<file path="config.mk">
export PLATFORM = sky130hd
export DESIGN_NAME = ocp_outq
export DESIGN_NICKNAME = d
export VERILOG_FILES = /design/src/rtl/ocp_pkg.sv /design/src/rtl/ocp_outq.sv
export SDC_FILE = /design/constraint.sdc
export NUM_CORES = 1
export LEC_CHECK = 0
export BUFFER_PORTS_ARGS = -buffer_cell sky130_fd_sc_hd__buf_2
export CORE_MARGIN = 3
export CORE_UTILIZATION = 40
export CTS_BUF_LIST = sky130_fd_sc_hd__clkbuf_16
export CTS_CLUSTER_DIAMETER = 80
export CTS_CLUSTER_SIZE = 14
export DETAILED_ROUTE_END_ITERATION = 12
export MAX_ROUTING_LAYER = met4
export PLACE_DENSITY = 0.64
export RECOVER_POWER = 25
export REMOVE_ABC_BUFFERS = 1
export SETUP_SLACK_MARGIN = 0.4
export SYNTH_ARGS = -nofsm -noshare
export SYNTH_HDL_FRONTEND = slang
export SYNTH_SLANG_ARGS = --single-unit
</file>
<file path="constraint.sdc">
create_clock -name clk -period 4.9 [get_ports clk]
set_input_delay 0 -clock clk [delete_from_list [all_inputs] [get_ports clk]]
set_output_delay 0 -clock clk [all_outputs]
set_load 0.005 [all_outputs]
</file>
<file path="src/rtl/ocp_pkg.sv">
`timescale 1ns / 1ps

package ocp_pkg;

    localparam int MAX_FFT_LEN  = 2048;
    localparam int SAMPLE_WIDTH = 16;

    // widths derived from the buffer size
    localparam int IDX_W  = $clog2(MAX_FFT_LEN);       // index inside one bank
    localparam int LEN_W  = IDX_W + 1;                 // holds MAX_FFT_LEN itself
    localparam int ADDR_W = IDX_W + 1;                 // bank bit + index
    localparam int WORD_W = 2 * SAMPLE_WIDTH;          // packed {q, i}
    localparam int PROD_W = LEN_W + 8;                 // n * 160 fits

    localparam int CFG_W  = 12;                        // width of fft_len register

    // prefix length = floor(num * n / 2048)
    localparam int CP_FIRST_NUM = 160;
    localparam int CP_OTHER_NUM = 144;
    localparam int CP_DEN_SHIFT = 11;
    localparam logic [2:0] LAST_SYMBOL = 3'd6;

    // output queue depth
    localparam int QDEPTH = 3;
    localparam int QPTR_W = $clog2(QDEPTH);
    localparam int QCNT_W = $clog2(QDEPTH + 1);

    // item kinds
    localparam logic KIND_PUSH = 1'b0;
    localparam logic KIND_PULL = 1'b1;

    // register map (word index)
    localparam logic REG_FFT_LEN = 1'b0;

    typedef struct packed {
        logic [LEN_W-1:0] len;
        logic [LEN_W-1:0] cp_first;
        logic [LEN_W-1:0] cp_other;
        logic [LEN_W-1:0] tot_first;
        logic [LEN_W-1:0] tot_other;
    } cfg_t;

    typedef struct packed {
        logic              we;
        logic [ADDR_W-1:0] addr;
        logic [WORD_W-1:0] wdata;
    } ram_req_t;

    typedef struct packed {
        logic valid;
        logic hit;
        logic symbol_end;
        logic slot_start;
        logic overflow;
    } s1_t;

    typedef struct packed {
        logic                           out_valid;
        logic signed [SAMPLE_WIDTH-1:0] out_i;
        logic signed [SAMPLE_WIDTH-1:0] out_q;
        logic                           symbol_end;
        logic                           slot_start;
        logic                           overflow;
    } result_t;

    // clamp the register value to 1..MAX_FFT_LEN
    function automatic logic [LEN_W-1:0] clamp_len(input logic [CFG_W-1:0] v);
        logic [LEN_W-1:0] n;
        n = LEN_W'(v);
        if (v == '0)
            n = LEN_W'(1);
        else if (32'(v) > MAX_FFT_LEN)
            n = LEN_W'(MAX_FFT_LEN);
        return n;
    endfunction

    function automatic logic [LEN_W-1:0] cp_len(input logic [LEN_W-1:0] n,
                                                input logic is_first);
        logic [PROD_W-1:0] prod;
        if (is_first)
            prod = PROD_W'(n) * PROD_W'(CP_FIRST_NUM);
        else
            prod = PROD_W'(n) * PROD_W'(CP_OTHER_NUM);
        return LEN_W'(prod >> CP_DEN_SHIFT);
    endfunction

endpackage

</file>
<file path="src/rtl/ocp_outq.sv">
`timescale 1ns / 1ps

module ocp_outq import ocp_pkg::*; (
    input  logic              clk,
    input  logic              rst_n,
    input  logic              push,
    input  result_t           din,
    input  logic              rsp_stall,
    output logic              rsp_valid,
    output result_t           dout,
    output logic [QCNT_W-1:0] count
);

    result_t           entry_reg [QDEPTH];
    logic [QPTR_W-1:0] wr_ptr_reg, wr_ptr_next;
    logic [QPTR_W-1:0] rd_ptr_reg, rd_ptr_next;
    logic [QCNT_W-1:0] count_reg,  count_next;
    logic              pop;

    assign rsp_valid = (count_reg != '0);
    assign pop       = rsp_valid && !rsp_stall;
    assign dout      = entry_reg[rd_ptr_reg];
    assign count     = count_reg;

    always_comb
    begin
        wr_ptr_next = wr_ptr_reg;
        rd_ptr_next = rd_ptr_reg;
        if (push)
        begin
            wr_ptr_next = (32'(wr_ptr_reg) == QDEPTH - 1) ? '0 : wr_ptr_reg + QPTR_W'(1);
        end
        if (pop)
        begin
            rd_ptr_next = (32'(rd_ptr_reg) == QDEPTH - 1) ? '0 : rd_ptr_reg + QPTR_W'(1);
        end
        count_next = count_reg + QCNT_W'(push) - QCNT_W'(pop);
    end

    always_ff @(posedge clk or negedge rst_n)
    begin
        if (!rst_n)
        begin
            wr_ptr_reg <= '0;
            rd_ptr_reg <= '0;
            count_reg  <= '0;
        end
        else
        begin
            wr_ptr_reg <= wr_ptr_next;
            rd_ptr_reg <= rd_ptr_next;
            count_reg  <= count_next;
        end
    end

    always_ff @(posedge clk)
    begin
        if (push)
        begin
            entry_reg[wr_ptr_reg] <= din;
        end
    end

    a_no_ovf: assert property (@(posedge clk) disable iff (!rst_n)
        push |-> (32'(count_reg) < QDEPTH) || pop)
        else $error("result queue overrun");

    a_cnt_range: assert property (@(posedge clk) disable iff (!rst_n)
        32'(count_reg) <= QDEPTH)
        else $error("result queue count out of range");

    a_ptr_sync: assert property (@(posedge clk) disable iff (!rst_n)
        (count_reg == '0) |-> (wr_ptr_reg == rd_ptr_reg))
        else $error("empty queue with pointers apart");

endmodule

</file>
## Yosys cells after proc, flatten, opt, wreduce, memory -nomap -nowiden

Memories as Yosys holds them, arrays and structs flattened.
Cells that the tools add are included.

- Eq/ne operators: 2
- Reduce and logical (&&, ||, !) cells: 3
- Mux-type cells: 4
- $add $sub $neg: 4

Operators by type and width:

| kind | number |
|---|---|
| $add 2x1->2 const B | 2 |
| $eq 2x2->1 const B | 2 |
| $mux 2 | 2 |
| $add 2x1->2 | 1 |
| $mux 1 | 2 |
| $reduce_bool 2->1 | 1 |
| $sub 2x1->2 | 1 |
| $logic_and 1x1->1 | 1 |
| $logic_not 1->1 | 1 |

- Word-level logic and storage cells: 17
- Bits in writable memories: 108
- Output and inout port bits: 39
- Memories kept: 1
- Register bits after elaboration: 6

Memories:

| memory | depth | width | read ports | clocked after memory_dff | wr ports | RTL line | source |
|---|---|---|---|---|---|---|---|
| entry_reg | 3 | 36 | 1 | 0 | 1 | ocp_outq.sv:14 | `result_t entry_reg [QDEPTH];` |

## Logic depth before layout (Yosys ltp)

- Depth after elaboration: 3
- Mapped depth: 6

## Worst setup path before layout

Ideal clock, no wire load.

- Path kind: register to register
- Start point: register wr_ptr_reg[1]
- End point: memory entry_reg[0][0] (netlist name), enable pin
- Stages on the path, launching flop included: 2
- Arrival time: 3151 ps
- Path slack: 1265 ps
- Clock period less this slack: 3635 ps
- Buffers on the path: 0
- Cell sequence: dfrtp_1 > nor3b_1

RTL lines:

| element | RTL line | source |
|---|---|---|
| start: declaration | ocp_outq.sv:15 | `logic [QPTR_W-1:0] wr_ptr_reg, wr_ptr_next;` |
| start signal: assignment | ocp_outq.sv:50 | `wr_ptr_reg <= wr_ptr_next;` |
| end: declaration | ocp_outq.sv:14 |  |

No word-level cell before the write port.

==> impl_table.tex <==
\begin{tabular}{lr}
\hline
Metric & Value \\
\hline
\multicolumn{2}{l}{\textbf{STA}} \\
F\_max & 451.3 MHz \\
Setup-violating endpoint count in the final report & 0 \\
Total Neg Setup Slack & 0 ns \\
Setup Skew & 0.003511 ns \\
Min Tclk post-route & 2.216 ns \\
Unrepaired setup endpoints after global routing & false \\
Max-slew violation count & 0 \\
Number of hold-slack violations in the final timing report & 0 \\
Slew at the pin closest to its max-slew limit & 1.227 ns \\
Period utilisation layout & 45.22\% \\
Worst-case headroom to the max-slew limit & 18.22\% \\
\multicolumn{2}{l}{\textbf{Die}} \\
Number of rows created at floorplan & 37 \\
Overall die width & 110.1 um \\
Y dimension of the die & 110.1 um \\
I/O Pins & 79 \\
Area inside the core boundary & 10,420 sq um \\
Overall die area & 12,110 sq um \\
Initial cell density of the core & 41.57\% \\
\multicolumn{2}{l}{\textbf{Placement}} \\
Placement-stage cell area & 4828 sq um \\
Number of buffer cells added on primary ports & 78 \\
Global placement routability congestion & 0.7072 \\
Placed wire-length estimate after detailed placement & 4473 um \\
\multicolumn{2}{l}{\textbf{Clock network}} \\
Number of gates given a new drive strength after cts & 0 \\
Maximum buffer depth of the clock tree & 2 \\
Clock-pin slew on the worst setup and hold paths & 0.05 ns \\
Clock buffer count from CTS & 17 \\
TritonCTS sink count & 114 \\
Clk\_lat worst skew & 0.39 ns \\
TritonCTS clock tree & done \\
Post-CTS setup repair buffer count & 0 \\
Clk Tree Root Cell & clkbuf\_16 \\
H-tree level count & 4 \\
CTS Hold Bufs & 39 \\
\multicolumn{2}{l}{\textbf{Layout}} \\
Fraction of final layout cells with drive strength greater than 1 & 24.11\% \\
Number of flip-flops in the largest register & 108 \\
Final non-filler cell area & 5791 sq um \\
Relative area change from synthesis to final layout & 33.72\% \\
Antenna cells & 0 \\
Layout fillers & 862 \\
Nets & 423 \\
\multicolumn{2}{l}{\textbf{Setup path}} \\
Type of element launching the critical path & flip-flop \\
Critical path data required time & 4.90 ns \\
Number of cells traversed by the worst register-to-register path & 2 \\
Critical path's slowest cell & dfrtp\_2 \\
Beginning of the worst register-to-register path & wr\_ptr\_reg[1]\$\_DFFE\_PN0P\_ \\
Worst flop-to-flop path endpoint & entry\_reg[2][30]\$\_DFFE\_PP\_ \\
Arrival time at the worst endpoint & 2.22 ns \\
Maximum cell stage delay along the critical path & 1.18 ns \\
Worst setup path start & rd\_ptr\_reg[0]\$\_DFFE\_PN0P\_ \\
List of cells traversed by the critical path & mux2i\_1, o21ai\_0, buf\_2 \\
Max FO, Critical Path & 39 \\
Capture point of the critical path & dout[13] \\
Start-to-end type of the worst setup path & reg2out \\
Worst-case register-to-register setup slack & 3.04 ns \\
Worst setup EP type & output pin \\
\multicolumn{2}{l}{\textbf{Power and ir drop}} \\
Power density over the cells & 565.1 nW/um\^{}2 \\
Total power draw & 0.003272 W \\
Lkg Pwr & 2.165 nW \\
Worst vdd ir & 246.8 uV \\
\multicolumn{2}{l}{\textbf{GRT}} \\
Wire length of the first global-routing pass & 12,140 um \\
Residual overflow from global routing & 0 \\
M1 GR Usage & 17.10\% \\
Most crowded layer after global routing & met2 \\
Via count of the first global-routing pass & 2,461 \\
Total routing usage reported by global routing & 14.24\% \\
Maximum number of pins on one net before global-route repair & 76 \\
Met2 usage & 22.27\% \\
Initial antenna violation count & 0 \\
Met3 Use GR & 4.310\% \\
\multicolumn{2}{l}{\textbf{Yosys}} \\
Most used flip-flop cell after synthesis & edfxtp\_1 \\
Mapped Cells & 254 \\
Synthesized area per cell & 17.05 sq um \\
Yosys synthesis warning count & 0 \\
Share of the yosys chip area belonging to registers & 78.36\% \\
FF+latch count, synth & 114 \\
Number of enable flip-flop cells after synthesis & 108 \\
Fraction of registers with async set/reset & 5.263\% \\
Combined area of all synthesized cells & 4330 sq um \\
Netlist cell types & 22 \\
\multicolumn{2}{l}{\textbf{Routing}} \\
Antenna-violating nets left & 0 \\
DR WL/cell & 14.57 um \\
Initial DRT Pass Iterations & 4 \\
DR vias/cell & 4.649 \\
Total length of routed wires & 7721 um \\
Count of vias placed by the detailed router & 2,464 \\
Violation count after the first detailed-route iteration & 106 \\
Remaining DRCs & 0 \\
\multicolumn{2}{l}{\textbf{Run}} \\
Max-cap viol count & 0 \\
\multicolumn{2}{l}{\textbf{Status}} \\
Status & completed \\
\multicolumn{2}{l}{\textbf{Worst hold path}} \\
HP Class & in2reg \\
\hline
\end{tabular}
==> metrics by stage <==
step | hold slack (ns) | instances | utilization, % | setup slack [ns]
final | 0.06515 | 530 | 55.59 | 2.684
after detailed placement | -0.1616 | 459 | 46.35 | 3.027
after global placement | -0.1631 | 459 | 46.35 | 3.058
after global routing | 0.06278 | 530 | 55.59 | 2.538
after CTS | 0.04555 | 530 | 55.87 | 2.629
after floorplan | -0.2956 | 241 | - | 1.265
==> logic make-up after synthesis <==
logic type	count (synthesis)	synth area share, %
simple gates	43	4.074
flops	114	78.36
buf+inv	16	2.860
fa+ha+maj	2	0.5778
xor+xnor	2	0.4046
compound gates	38	4.565
mux	39	9.159
==> synthesized netlist by cell type, types with 2 or more instances <==
master	number	area [sq um]
buf_12	2	40.04
buf_2	7	35.03
buf_6	3	33.78
dfrtp_1	6	150.1
edfxtp_1	108	3243
ha_1	2	25.02
inv_1	3	11.26
mux2i_1	37	370.4
nand2_1	37	138.9
nor3b_1	2	15.01
o21ai_0	18	90.09
o21ai_1	18	90.09
xnor2_1	2	17.52
==> layout by cell type, fill, tap and decap left out <==
master,Yosys,layout
or2_2,1,1
clkinv_1,0,3
buf_4,0,4
nor2_2,1,1
xnor2_1,2,2
buf_2,7,55
dfrtp_1,6,4
mux2_2,1,1
o21ba_2,1,1
mux2_4,1,1
dfrtp_2,0,2
ha_1,2,2
clkbuf_1,1,23
dlygate4sd3_1,0,39
o21ai_1,18,18
nor2b_1,1,1
nor2_4,0,1
nor3b_2,0,2
clkinvlp_4,0,3
edfxtp_1,108,108
nand2_1,37,37
bufinv_16,0,4
a21o_1,1,1
o21ai_0,18,18
inv_1,3,6
clkinv_2,0,2
mux2i_1,37,37
clkbuf_16,0,17
==> critical path: cells and delay by family (launching register included) <==
family                 cells  cell delay [ns]
muxes                      1             0.17
buffers and inverters      1             0.17
DFF                        1             1.18
AOI/OAI and AO/OA          1             0.28
==> cell type report <==
class	instances	area [sq um]	share of cell area, %
repair buffers	121	782.0	13.50
inverters	3	11.26	0.1945
clock inverters	15	175.2	3.025
multi-input cells	124	830.8	14.35
clock buffers	17	425.4	7.347
flip-flops and latches	114	3396	58.64
well taps	136	170.2	2.939
==> layer usage <==
metal / routed length (um) / share of wire [%]
met1: 3362 / 44
met2: 3849 / 50
met3: 379 / 4.9
met4: 130 / 1.7
met5: 0 / 0
==> power by group <==
part           internal [W]  switching [W]  leakage, nW
Clock              0.000835       0.000393        0.295
Combinational      0.000342       0.000351        0.803
Sequential          0.00123       0.000124         1.07
==> how the worst min path moves through the flow <==
stage | end | start | depth (start not counted)
CTS | rd_ptr_reg[0]$_DFFE_PN0P_ | rsp_stall | 3
floorplan | count[0]$_DFF_PN0_ | rst_n | 0
global placement | count[1]$_DFF_PN0_ | rst_n | 1
global route | rd_ptr_reg[0]$_DFFE_PN0P_ | rsp_stall | 3
finish | rd_ptr_reg[0]$_DFFE_PN0P_ | rsp_stall | 3
detailed placement | count[0]$_DFF_PN0_ | rst_n | 1
No activity file was read; power rests on OpenSTA's default activity.
