**config.mk**
```make
export PLATFORM = sky130hd
export DESIGN_NAME = ocp_ctrl
export DESIGN_NICKNAME = d
export VERILOG_FILES = /design/src/rtl/ocp_pkg.sv /design/src/rtl/ocp_ctrl.sv
export SDC_FILE = /design/constraint.sdc
export NUM_CORES = 1
export LEC_CHECK = 0
export ABC_AREA = 1
export BUFFER_PORTS_ARGS = -buffer_cell sky130_fd_sc_hd__buf_2
export CORE_MARGIN = 1
export CORE_UTILIZATION = 40
export CTS_CLUSTER_DIAMETER = 120
export CTS_CLUSTER_SIZE = 28
export DETAILED_ROUTE_END_ITERATION = 10
export MAX_ROUTING_LAYER = met4
export PLACE_DENSITY = 0.66
export RECOVER_POWER = 50
export SLEW_MARGIN = 10
export SYNTH_ARGS = -nofsm -noshare
export SYNTH_HDL_FRONTEND = slang
export SYNTH_SLANG_ARGS = --single-unit
```
**constraint.sdc**
```tcl
create_clock -name clk -period 6.9 [get_ports clk]
set_input_delay 1.38 -clock clk [delete_from_list [all_inputs] [get_ports clk]]
set_output_delay 1.38 -clock clk [all_outputs]
set_load 0.01 [all_outputs]
```
**src/rtl/ocp_pkg.sv**
```systemverilog
`timescale 1ns / 1ps

package ocp_pkg;

    localparam int MAX_FFT_LEN  = 2048;
    localparam int SAMPLE_WIDTH = 16;

    // widths derived from the buffer size
    localparam int IDX_W  = $clog2(MAX_FFT_LEN);       // index inside one bank
    localparam int LEN_W  = IDX_W + 1;                 // holds MAX_FFT_LEN itself
    localparam int ADDR_W = IDX_W + 1;                 // bank bit + index
    localparam int WORD_W = 2 * SAMPLE_WIDTH;          // packed {q, i}
    localparam int PROD_W = LEN_W + 8;                 // n * 160 fits

    localparam int CFG_W  = 12;                        // width of fft_len register

    // prefix length = floor(num * n / 2048)
    localparam int CP_FIRST_NUM = 160;
    localparam int CP_OTHER_NUM = 144;
    localparam int CP_DEN_SHIFT = 11;
    localparam logic [2:0] LAST_SYMBOL = 3'd6;

    // output queue depth
    localparam int QDEPTH = 3;
    localparam int QPTR_W = $clog2(QDEPTH);
    localparam int QCNT_W = $clog2(QDEPTH + 1);

    // item kinds
    localparam logic KIND_PUSH = 1'b0;
    localparam logic KIND_PULL = 1'b1;

    // register map (word index)
    localparam logic REG_FFT_LEN = 1'b0;

    typedef struct packed {
        logic [LEN_W-1:0] len;
        logic [LEN_W-1:0] cp_first;
        logic [LEN_W-1:0] cp_other;
        logic [LEN_W-1:0] tot_first;
        logic [LEN_W-1:0] tot_other;
    } cfg_t;

    typedef struct packed {
        logic              we;
        logic [ADDR_W-1:0] addr;
        logic [WORD_W-1:0] wdata;
    } ram_req_t;

    typedef struct packed {
        logic valid;
        logic hit;
        logic symbol_end;
        logic slot_start;
        logic overflow;
    } s1_t;

    typedef struct packed {
        logic                           out_valid;
        logic signed [SAMPLE_WIDTH-1:0] out_i;
        logic signed [SAMPLE_WIDTH-1:0] out_q;
        logic                           symbol_end;
        logic                           slot_start;
        logic                           overflow;
    } result_t;

    // clamp the register value to 1..MAX_FFT_LEN
    function automatic logic [LEN_W-1:0] clamp_len(input logic [CFG_W-1:0] v);
        logic [LEN_W-1:0] n;
        n = LEN_W'(v);
        if (v == '0)
            n = LEN_W'(1);
        else if (32'(v) > MAX_FFT_LEN)
            n = LEN_W'(MAX_FFT_LEN);
        return n;
    endfunction

    function automatic logic [LEN_W-1:0] cp_len(input logic [LEN_W-1:0] n,
                                                input logic is_first);
        logic [PROD_W-1:0] prod;
        if (is_first)
            prod = PROD_W'(n) * PROD_W'(CP_FIRST_NUM);
        else
            prod = PROD_W'(n) * PROD_W'(CP_OTHER_NUM);
        return LEN_W'(prod >> CP_DEN_SHIFT);
    endfunction

endpackage

```
**src/rtl/ocp_ctrl.sv**
```systemverilog
`timescale 1ns / 1ps

module ocp_ctrl import ocp_pkg::*; (
    input  logic                    clk,
    input  logic                    rst_n,
    input  cfg_t                    cfg,
    input  logic                    cfg_clear,
    input  logic                    accept,
    input  logic                    kind,
    input  logic [SAMPLE_WIDTH-1:0] sample_i,
    input  logic [SAMPLE_WIDTH-1:0] sample_q,
    output ram_req_t                ram_req,
    output s1_t                     s1
);

    logic [1:0]       bank_full_reg,      bank_full_next;
    logic             write_bank_reg,     write_bank_next;
    logic [IDX_W-1:0] write_index_reg,    write_index_next;
    logic             read_bank_reg,      read_bank_next;
    logic [LEN_W-1:0] read_position_reg,  read_position_next;
    logic [2:0]       symbol_in_slot_reg, symbol_in_slot_next;
    s1_t              s1_reg,             s1_next;

    logic             first;
    logic [LEN_W-1:0] cp;
    logic [LEN_W-1:0] total;
    logic [LEN_W-1:0] pos;
    logic [LEN_W-1:0] sidx;
    logic [LEN_W-1:0] widx;

    always_comb
    begin
        first = (symbol_in_slot_reg == '0);
        cp    = first ? cfg.cp_first  : cfg.cp_other;
        total = first ? cfg.tot_first : cfg.tot_other;
        pos   = (read_position_reg >= total) ? total - LEN_W'(1) : read_position_reg;
        sidx  = (pos < cp) ? (cfg.len - cp + pos) : (pos - cp);
        widx  = (LEN_W'(write_index_reg) >= cfg.len) ? cfg.len - LEN_W'(1)
                                                     : LEN_W'(write_index_reg);
    end

    always_comb
    begin
        bank_full_next      = bank_full_reg;
        write_bank_next     = write_bank_reg;
        write_index_next    = write_index_reg;
        read_bank_next      = read_bank_reg;
        read_position_next  = read_position_reg;
        symbol_in_slot_next = symbol_in_slot_reg;
        s1_next             = '0;
        ram_req.we          = 1'b0;
        ram_req.addr        = {read_bank_reg, sidx[IDX_W-1:0]};
        ram_req.wdata       = {sample_q, sample_i};

        if (accept)
        begin
            s1_next.valid = 1'b1;
            if (kind == KIND_PUSH)
            begin
                if (bank_full_reg[write_bank_reg])
                begin
                    s1_next.overflow = 1'b1;
                end
                else
                begin
                    ram_req.we   = 1'b1;
                    ram_req.addr = {write_bank_reg, widx[IDX_W-1:0]};
                    if (widx + LEN_W'(1) >= cfg.len)
                    begin
                        bank_full_next[write_bank_reg] = 1'b1;
                        write_bank_next  = ~write_bank_reg;
                        write_index_next = '0;
                    end
                    else
                    begin
                        write_index_next = IDX_W'(widx + LEN_W'(1));
                    end
                end
            end
            else if (bank_full_reg[read_bank_reg])
            begin
                s1_next.hit        = 1'b1;
                s1_next.slot_start = first && (pos == '0);
                if (pos + LEN_W'(1) >= total)
                begin
                    s1_next.symbol_end = 1'b1;
                    bank_full_next[read_bank_reg] = 1'b0;
                    read_bank_next      = ~read_bank_reg;
                    read_position_next  = '0;
                    symbol_in_slot_next = (symbol_in_slot_reg >= LAST_SYMBOL)
                                          ? 3'd0 : symbol_in_slot_reg + 3'd1;
                end
                else
                begin
                    read_position_next = pos + LEN_W'(1);
                end
            end
        end

        if (cfg_clear)
        begin
            bank_full_next      = '0;
            write_bank_next     = 1'b0;
            write_index_next    = '0;
            read_bank_next      = 1'b0;
            read_position_next  = '0;
            symbol_in_slot_next = '0;
        end
    end

    always_ff @(posedge clk or negedge rst_n)
    begin
        if (!rst_n)
        begin
            bank_full_reg      <= '0;
            write_bank_reg     <= 1'b0;
            write_index_reg    <= '0;
            read_bank_reg      <= 1'b0;
            read_position_reg  <= '0;
            symbol_in_slot_reg <= '0;
            s1_reg             <= '0;
        end
        else
        begin
            bank_full_reg      <= bank_full_next;
            write_bank_reg     <= write_bank_next;
            write_index_reg    <= write_index_next;
            read_bank_reg      <= read_bank_next;
            read_position_reg  <= read_position_next;
            symbol_in_slot_reg <= symbol_in_slot_next;
            s1_reg             <= s1_next;
        end
    end

    assign s1 = s1_reg;

    // a full write bank means the reader still owns the other one too
    a_full_pair: assert property (@(posedge clk) disable iff (!rst_n)
        bank_full_reg[write_bank_reg] |-> bank_full_reg == 2'b11)
        else $error("write bank full while other bank free");

    a_sym_range: assert property (@(posedge clk) disable iff (!rst_n)
        symbol_in_slot_reg <= LAST_SYMBOL)
        else $error("symbol counter out of range");

    a_s1_follow: assert property (@(posedge clk) disable iff (!rst_n)
        accept |=> s1_reg.valid)
        else $error("transfer lost before read stage");

    a_hit_src: assert property (@(posedge clk) disable iff (!rst_n)
        s1_reg.hit |-> $past(bank_full_reg[read_bank_reg]))
        else $error("read from a bank that was not full");

endmodule

```
== Word level (Yosys, flattened, before mapping) ==
Cells that the tools add are included.
Word-level totals
  logic and storage cells: 110
  flip-flop bits (word level): 35
  input bits: 97
  output and inout port bits: 50
Operators by class
  $add $sub $neg: 8
  eq/ne operators: 5
  magnitude comparators: 10
  reductions and logical operators: 16
  mux-type cells: 55
  bitwise operators: 5
Operators with widths (number)
  $mux W12: 9
  $mux W11: 6
  $mux W13: 3
  $ge A12 B12 Y1: 3
  $add A12 B1 Y12 const B: 2
  $mux W3: 8
  $sub A12 B1 Y12 const B: 2
  $sub A11 B11 Y11: 2
  $mux W1: 19
  $mux W2: 7
  $ge A11 B12 Y1: 1
  $logic_not A12 Y1: 1
  $lt A12 B12 Y1: 1
  $add A11 B11 Y11: 1
  $reduce_bool A2 Y1: 5
  $reduce_and A4 Y1: 2
  $ne A3 B2 Y1 const B: 2
  $reduce_and A3 Y1: 2
  $mux W5: 1
  $reduce_and A5 Y1: 1
  $lt A1 B2 Y1 const B: 2
  $ne A2 B2 Y1 const B: 2
  $add A3 B1 Y3 const B: 1
  $ge A3 B3 Y1 const B: 1
  10 further kinds: 15

== Longest topological paths before layout ==
  depth after elaboration: 11
  gate-level depth with buffers: 41
  mapped depth without buffers: 37

== Least setup slack after synthesis ==
No wires, ideal clock.
  kind: input port to output port
  start: input port cfg[12] (netlist bit)
  end: output port ram_req[41] (netlist bit)
  stages on the path: 31
  path buffers: 1
  required time: 5.520 ns
  arrival time: 5.509 ns
  path slack: 0.011 ns
  path through: inv_1 > o21ai_1 > ha_1 > inv_1 > nand2_1 > nand2_1 > nand2_1 > nand2_1 > nand2_1 > nand2_1 > nand2_1 > a21oi_4 > nand2_4 > buf_12 > nand2_1 > nand2_1 > inv_1 > fa_1 > ha_1 > a21o_1 > a31oi_1 > o21ai_0 > a21o_1 > a21oi_1 > nor2_1 > o21ai_0 > nand2_1 > xor2_1 > o21ai_0 > inv_1 > a21boi_1
RTL lines
  start, declared: RTL line ocp_ctrl.sv:6  | input cfg_t cfg,
  end, declared: RTL line ocp_ctrl.sv:12  | output ram_req_t ram_req,

==> results.sh <==
export IMPL_ff2ff_path_depth=30
export IMPL_critPathLaunch="cfg[21]"
export IMPL_grt_antenna_before_repair=0
export IMPL_grt_pass1_wl_um=23100
export IMPL_fmax_ghz=0.146
export IMPL_cts_root_buf="clkbuf_16"
export IMPL_nets=1088
export IMPL_pwr_density_cell_nw_per_um2=192
export IMPL_drt_met1_wl_um=6910
export IMPL_worst_path_stages=29
export IMPL_r2r_slack_ns=1.46
export IMPL_cts_made_buffers=5
export IMPL_r2r_end="read_position_reg[8]$_DFFE_PN0P_"
export IMPL_area_growth_pct=20.8
export IMPL_worst_slew_pin_slew_ns=2.24
export IMPL_synthCells=810
export IMPL_ys_ff_latch=35
export IMPL_violations="max-capacitance violations, max-slew violations"
export IMPL_finalSetupViolations=0
export IMPL_diodes=0
export IMPL_cpPeakStageDelay_ns=0.47
export IMPL_gp_congestion=0.883
export IMPL_hpwl_um=11600
export IMPL_crit_family="compound AO/OA/AOI/OAI gates"
export IMPL_die_area_um2=14600
export IMPL_final_cell_mix="156 x nand2_1, 131 x inv_1, 74 x buf_2"
export IMPL_yosys_top_cells_area="ha_1 16%, dfrtp_1 15%, nand2_1 11%, inv_1 8.9%, xor2_1 5.6%"
export IMPL_met2_wirelength_um=7210
export IMPL_routed_via_density=4.94
export IMPL_layout_commonest_cell="nand2_1"
export IMPL_yosys_warnings=0
export IMPL_fill_cells=1376
export IMPL_crit_required_ns=5.52
export IMPL_portBuffers=82
export IMPL_status="finished with violations"
export IMPL_ir_worst_vdd_mv=0.130
export IMPL_arrival_ns=5.46
export IMPL_maxCapViolCount=1
export IMPL_die_h_um=121
export IMPL_holdBufCountCts=0
export IMPL_postRouteAntennaNets=0
export IMPL_cp_slowest_cell="fa_1"
export IMPL_start_util_pct=41.0
export IMPL_fp_coreArea_um2=13800
export IMPL_global_route_usage_total_pct=20.5
export IMPL_fin_ws_ns=0.0551
export IMPL_max_slew_margin_pct=-49.2
export IMPL_clock_sinks=35
export IMPL_grt_pass1_vias=4818
export IMPL_syn_cell_area_um2=5670
export IMPL_criticalPathCategory="input port to output port"
export IMPL_clk_path_buf_depth=2
export IMPL_routed_wl_um=14800
export IMPL_fin_skew_ns=0.00698
export IMPL_rows=43
export IMPL_final_util_pct=49.5
export IMPL_htreeDepth=2
export IMPL_yosysSeqAreaShare_pct=15.5
export IMPL_cts_tree="done"
export IMPL_clk_pin_slew_ns=0.06
export IMPL_clk_latency_ns=0.29
export IMPL_num_vias=5377
export IMPL_power_leakage_nw=3.64
export IMPL_finalHoldViolCount=0
export IMPL_reg2reg_from="symbol_in_slot_reg[0]$_DFFE_PN0P_"
export IMPL_drc=0
export IMPL_drtPass1Iterations=5
export IMPL_yosysUniqueCellTypes=54
export IMPL_period_minus_slack_ns=6.84
export IMPL_met3_length_um=604
export IMPL_wl_per_cell_um=13.6
export IMPL_rsz0062_at_grt="yes"
export IMPL_critPathBufInv=5
export IMPL_worst_setup_path_end_kind="output port"
export IMPL_crit_fanout=3
export IMPL_die_x_um=121
export IMPL_largest_register_ff_count=12
export IMPL_synth_top_area_share_pct=16.1
export IMPL_crit_path_start_kind="input port"
export IMPL_drt_iter0_drc=265
export IMPL_final_max_slew_viol_count=36
export IMPL_fin_crit_sh_pct=99.2
export IMPL_ioPinCount=147
export IMPL_drive_above_1_share_pct=24.9
export IMPL_place_inst=1065
export IMPL_yosysTopAreaCell="ha_1"
export IMPL_dp_slack_ns=-0.104
export IMPL_grt_start_max_net_pins=36
export IMPL_hold_ws_ns=0.495
export IMPL_avgSynthCellArea_um2=7.00
export IMPL_fin_cells=1088
export IMPL_cp_endpoint="ram_req[41]"
export IMPL_gr_total_overflow=0
export IMPL_hp_class="flip-flop to flip-flop"
export IMPL_top_layer_used="met4"
export IMPL_setup_tns_ns=0
export IMPL_syn_nets=991
## synthesized netlist by cell type (all sizes together)
library cell,count
nor3b,1
nand3,41
ha,73
nand2,176
mux2i,11
a21oi,40
a21boi,3
clkinv,1
o22ai,11
nor2,39
a221oi,1
o21a,3
a22o,2
inv,142
nor3,17
a211oi,4
nor4,2
a31oi,2
xor2,37
o21bai,4
xnor2,12
clkbuf,5
o21ai,69
a41oi,1
nand3b,3
or2,6
a21o,3
buf,40
o311ai,1
o211ai,2
nand4,12
fa,11
dfrtp,35
## layout make-up
type / instances / area [um2] / share of cell area, %
Tap cell: 180 / 225 / 3.29
Inverter: 143 / 539 / 7.88
Multi-Input combinational cell: 587 / 4140 / 60.5
Clock buffer: 5 / 125 / 1.83
Clock inverter: 3 / 43.8 / 0.640
Sequential cell: 35 / 876 / 12.8
Timing Repair Buffer: 135 / 898 / 13.1
## where the power goes
| group | switching [W] | internal, W | total (W) |
|---|---|---|---|
| Combinational | 0.000464 | 0.000358 | 0.000822 |
| Sequential | 0.00000636 | 0.000212 | 0.000218 |
| Clock | 0.000102 | 0.000171 | 0.000272 |
| Total | 0.000572 | 0.000741 | 0.00131 |
## metrics by stage
step | area, um2 | total power (W)
2_1_floorplan | 5670 | 0.000733
3_3_place_gp | 6260 | 0.000944
3_5_place_dp | 6260 | 0.000949
4_1_cts | 6440 | 0.00123
5_1_grt | 6850 | 0.00143
6_report | 6850 | 0.00131
## what timing repair did
action	CTS	global route
gates cloned	0	4
buffers inserted	0	11
setup endpoints to repair	7	11
gates resized for setup	5	61
pin swaps	0	33
endpoints found under the hold margin	0	0
## tightest hold or removal path, delay by kind of cell, from the launching register on
| kind | cells | cell delay, ns |
|---|---|---|
| compound gates | 1 | 0.06 |
| simple gates | 1 | 0.05 |
| flops | 1 | 0.35 |
## per-layer routing
metal	vias up	global-route usage, %
met5	-	-
met2	116	34.2
met4	0	3.32
met3	10	2.30
li1	2804	-
met1	2447	27.0
## cells by family after synthesis
| logic type | count (synthesis) | share of synthesized area [%] |
|---|---|---|
| simple gates | 297 | 24.1 |
| buf+inv | 188 | 15.5 |
| compound gates | 146 | 15.3 |
| fa+ha+maj | 84 | 20.0 |
| xor+xnor | 49 | 7.71 |
| flops | 35 | 15.5 |
| mux | 11 | 1.94 |
## worst min-delay path by stage
stage / to / slack (ns) / from / depth (start not counted)
finish: read_position_reg[0]$_DFFE_PN0P_ / 0.49 / read_position_reg[0]$_DFFE_PN0P_ / 2
global route: bank_full_reg[0]$_DFFE_PN0P_ / 0.52 / bank_full_reg[0]$_DFFE_PN0P_ / 2
CTS: read_position_reg[0]$_DFFE_PN0P_ / 0.49 / read_position_reg[0]$_DFFE_PN0P_ / 2
detailed placement: read_position_reg[0]$_DFFE_PN0P_ / 0.48 / read_position_reg[0]$_DFFE_PN0P_ / 2
global placement: read_position_reg[0]$_DFFE_PN0P_ / 0.47 / read_position_reg[0]$_DFFE_PN0P_ / 2
floorplan: read_position_reg[0]$_DFFE_PN0P_ / 0.45 / read_position_reg[0]$_DFFE_PN0P_ / 2
Note: power is estimated with default switching activity, not from simulation.
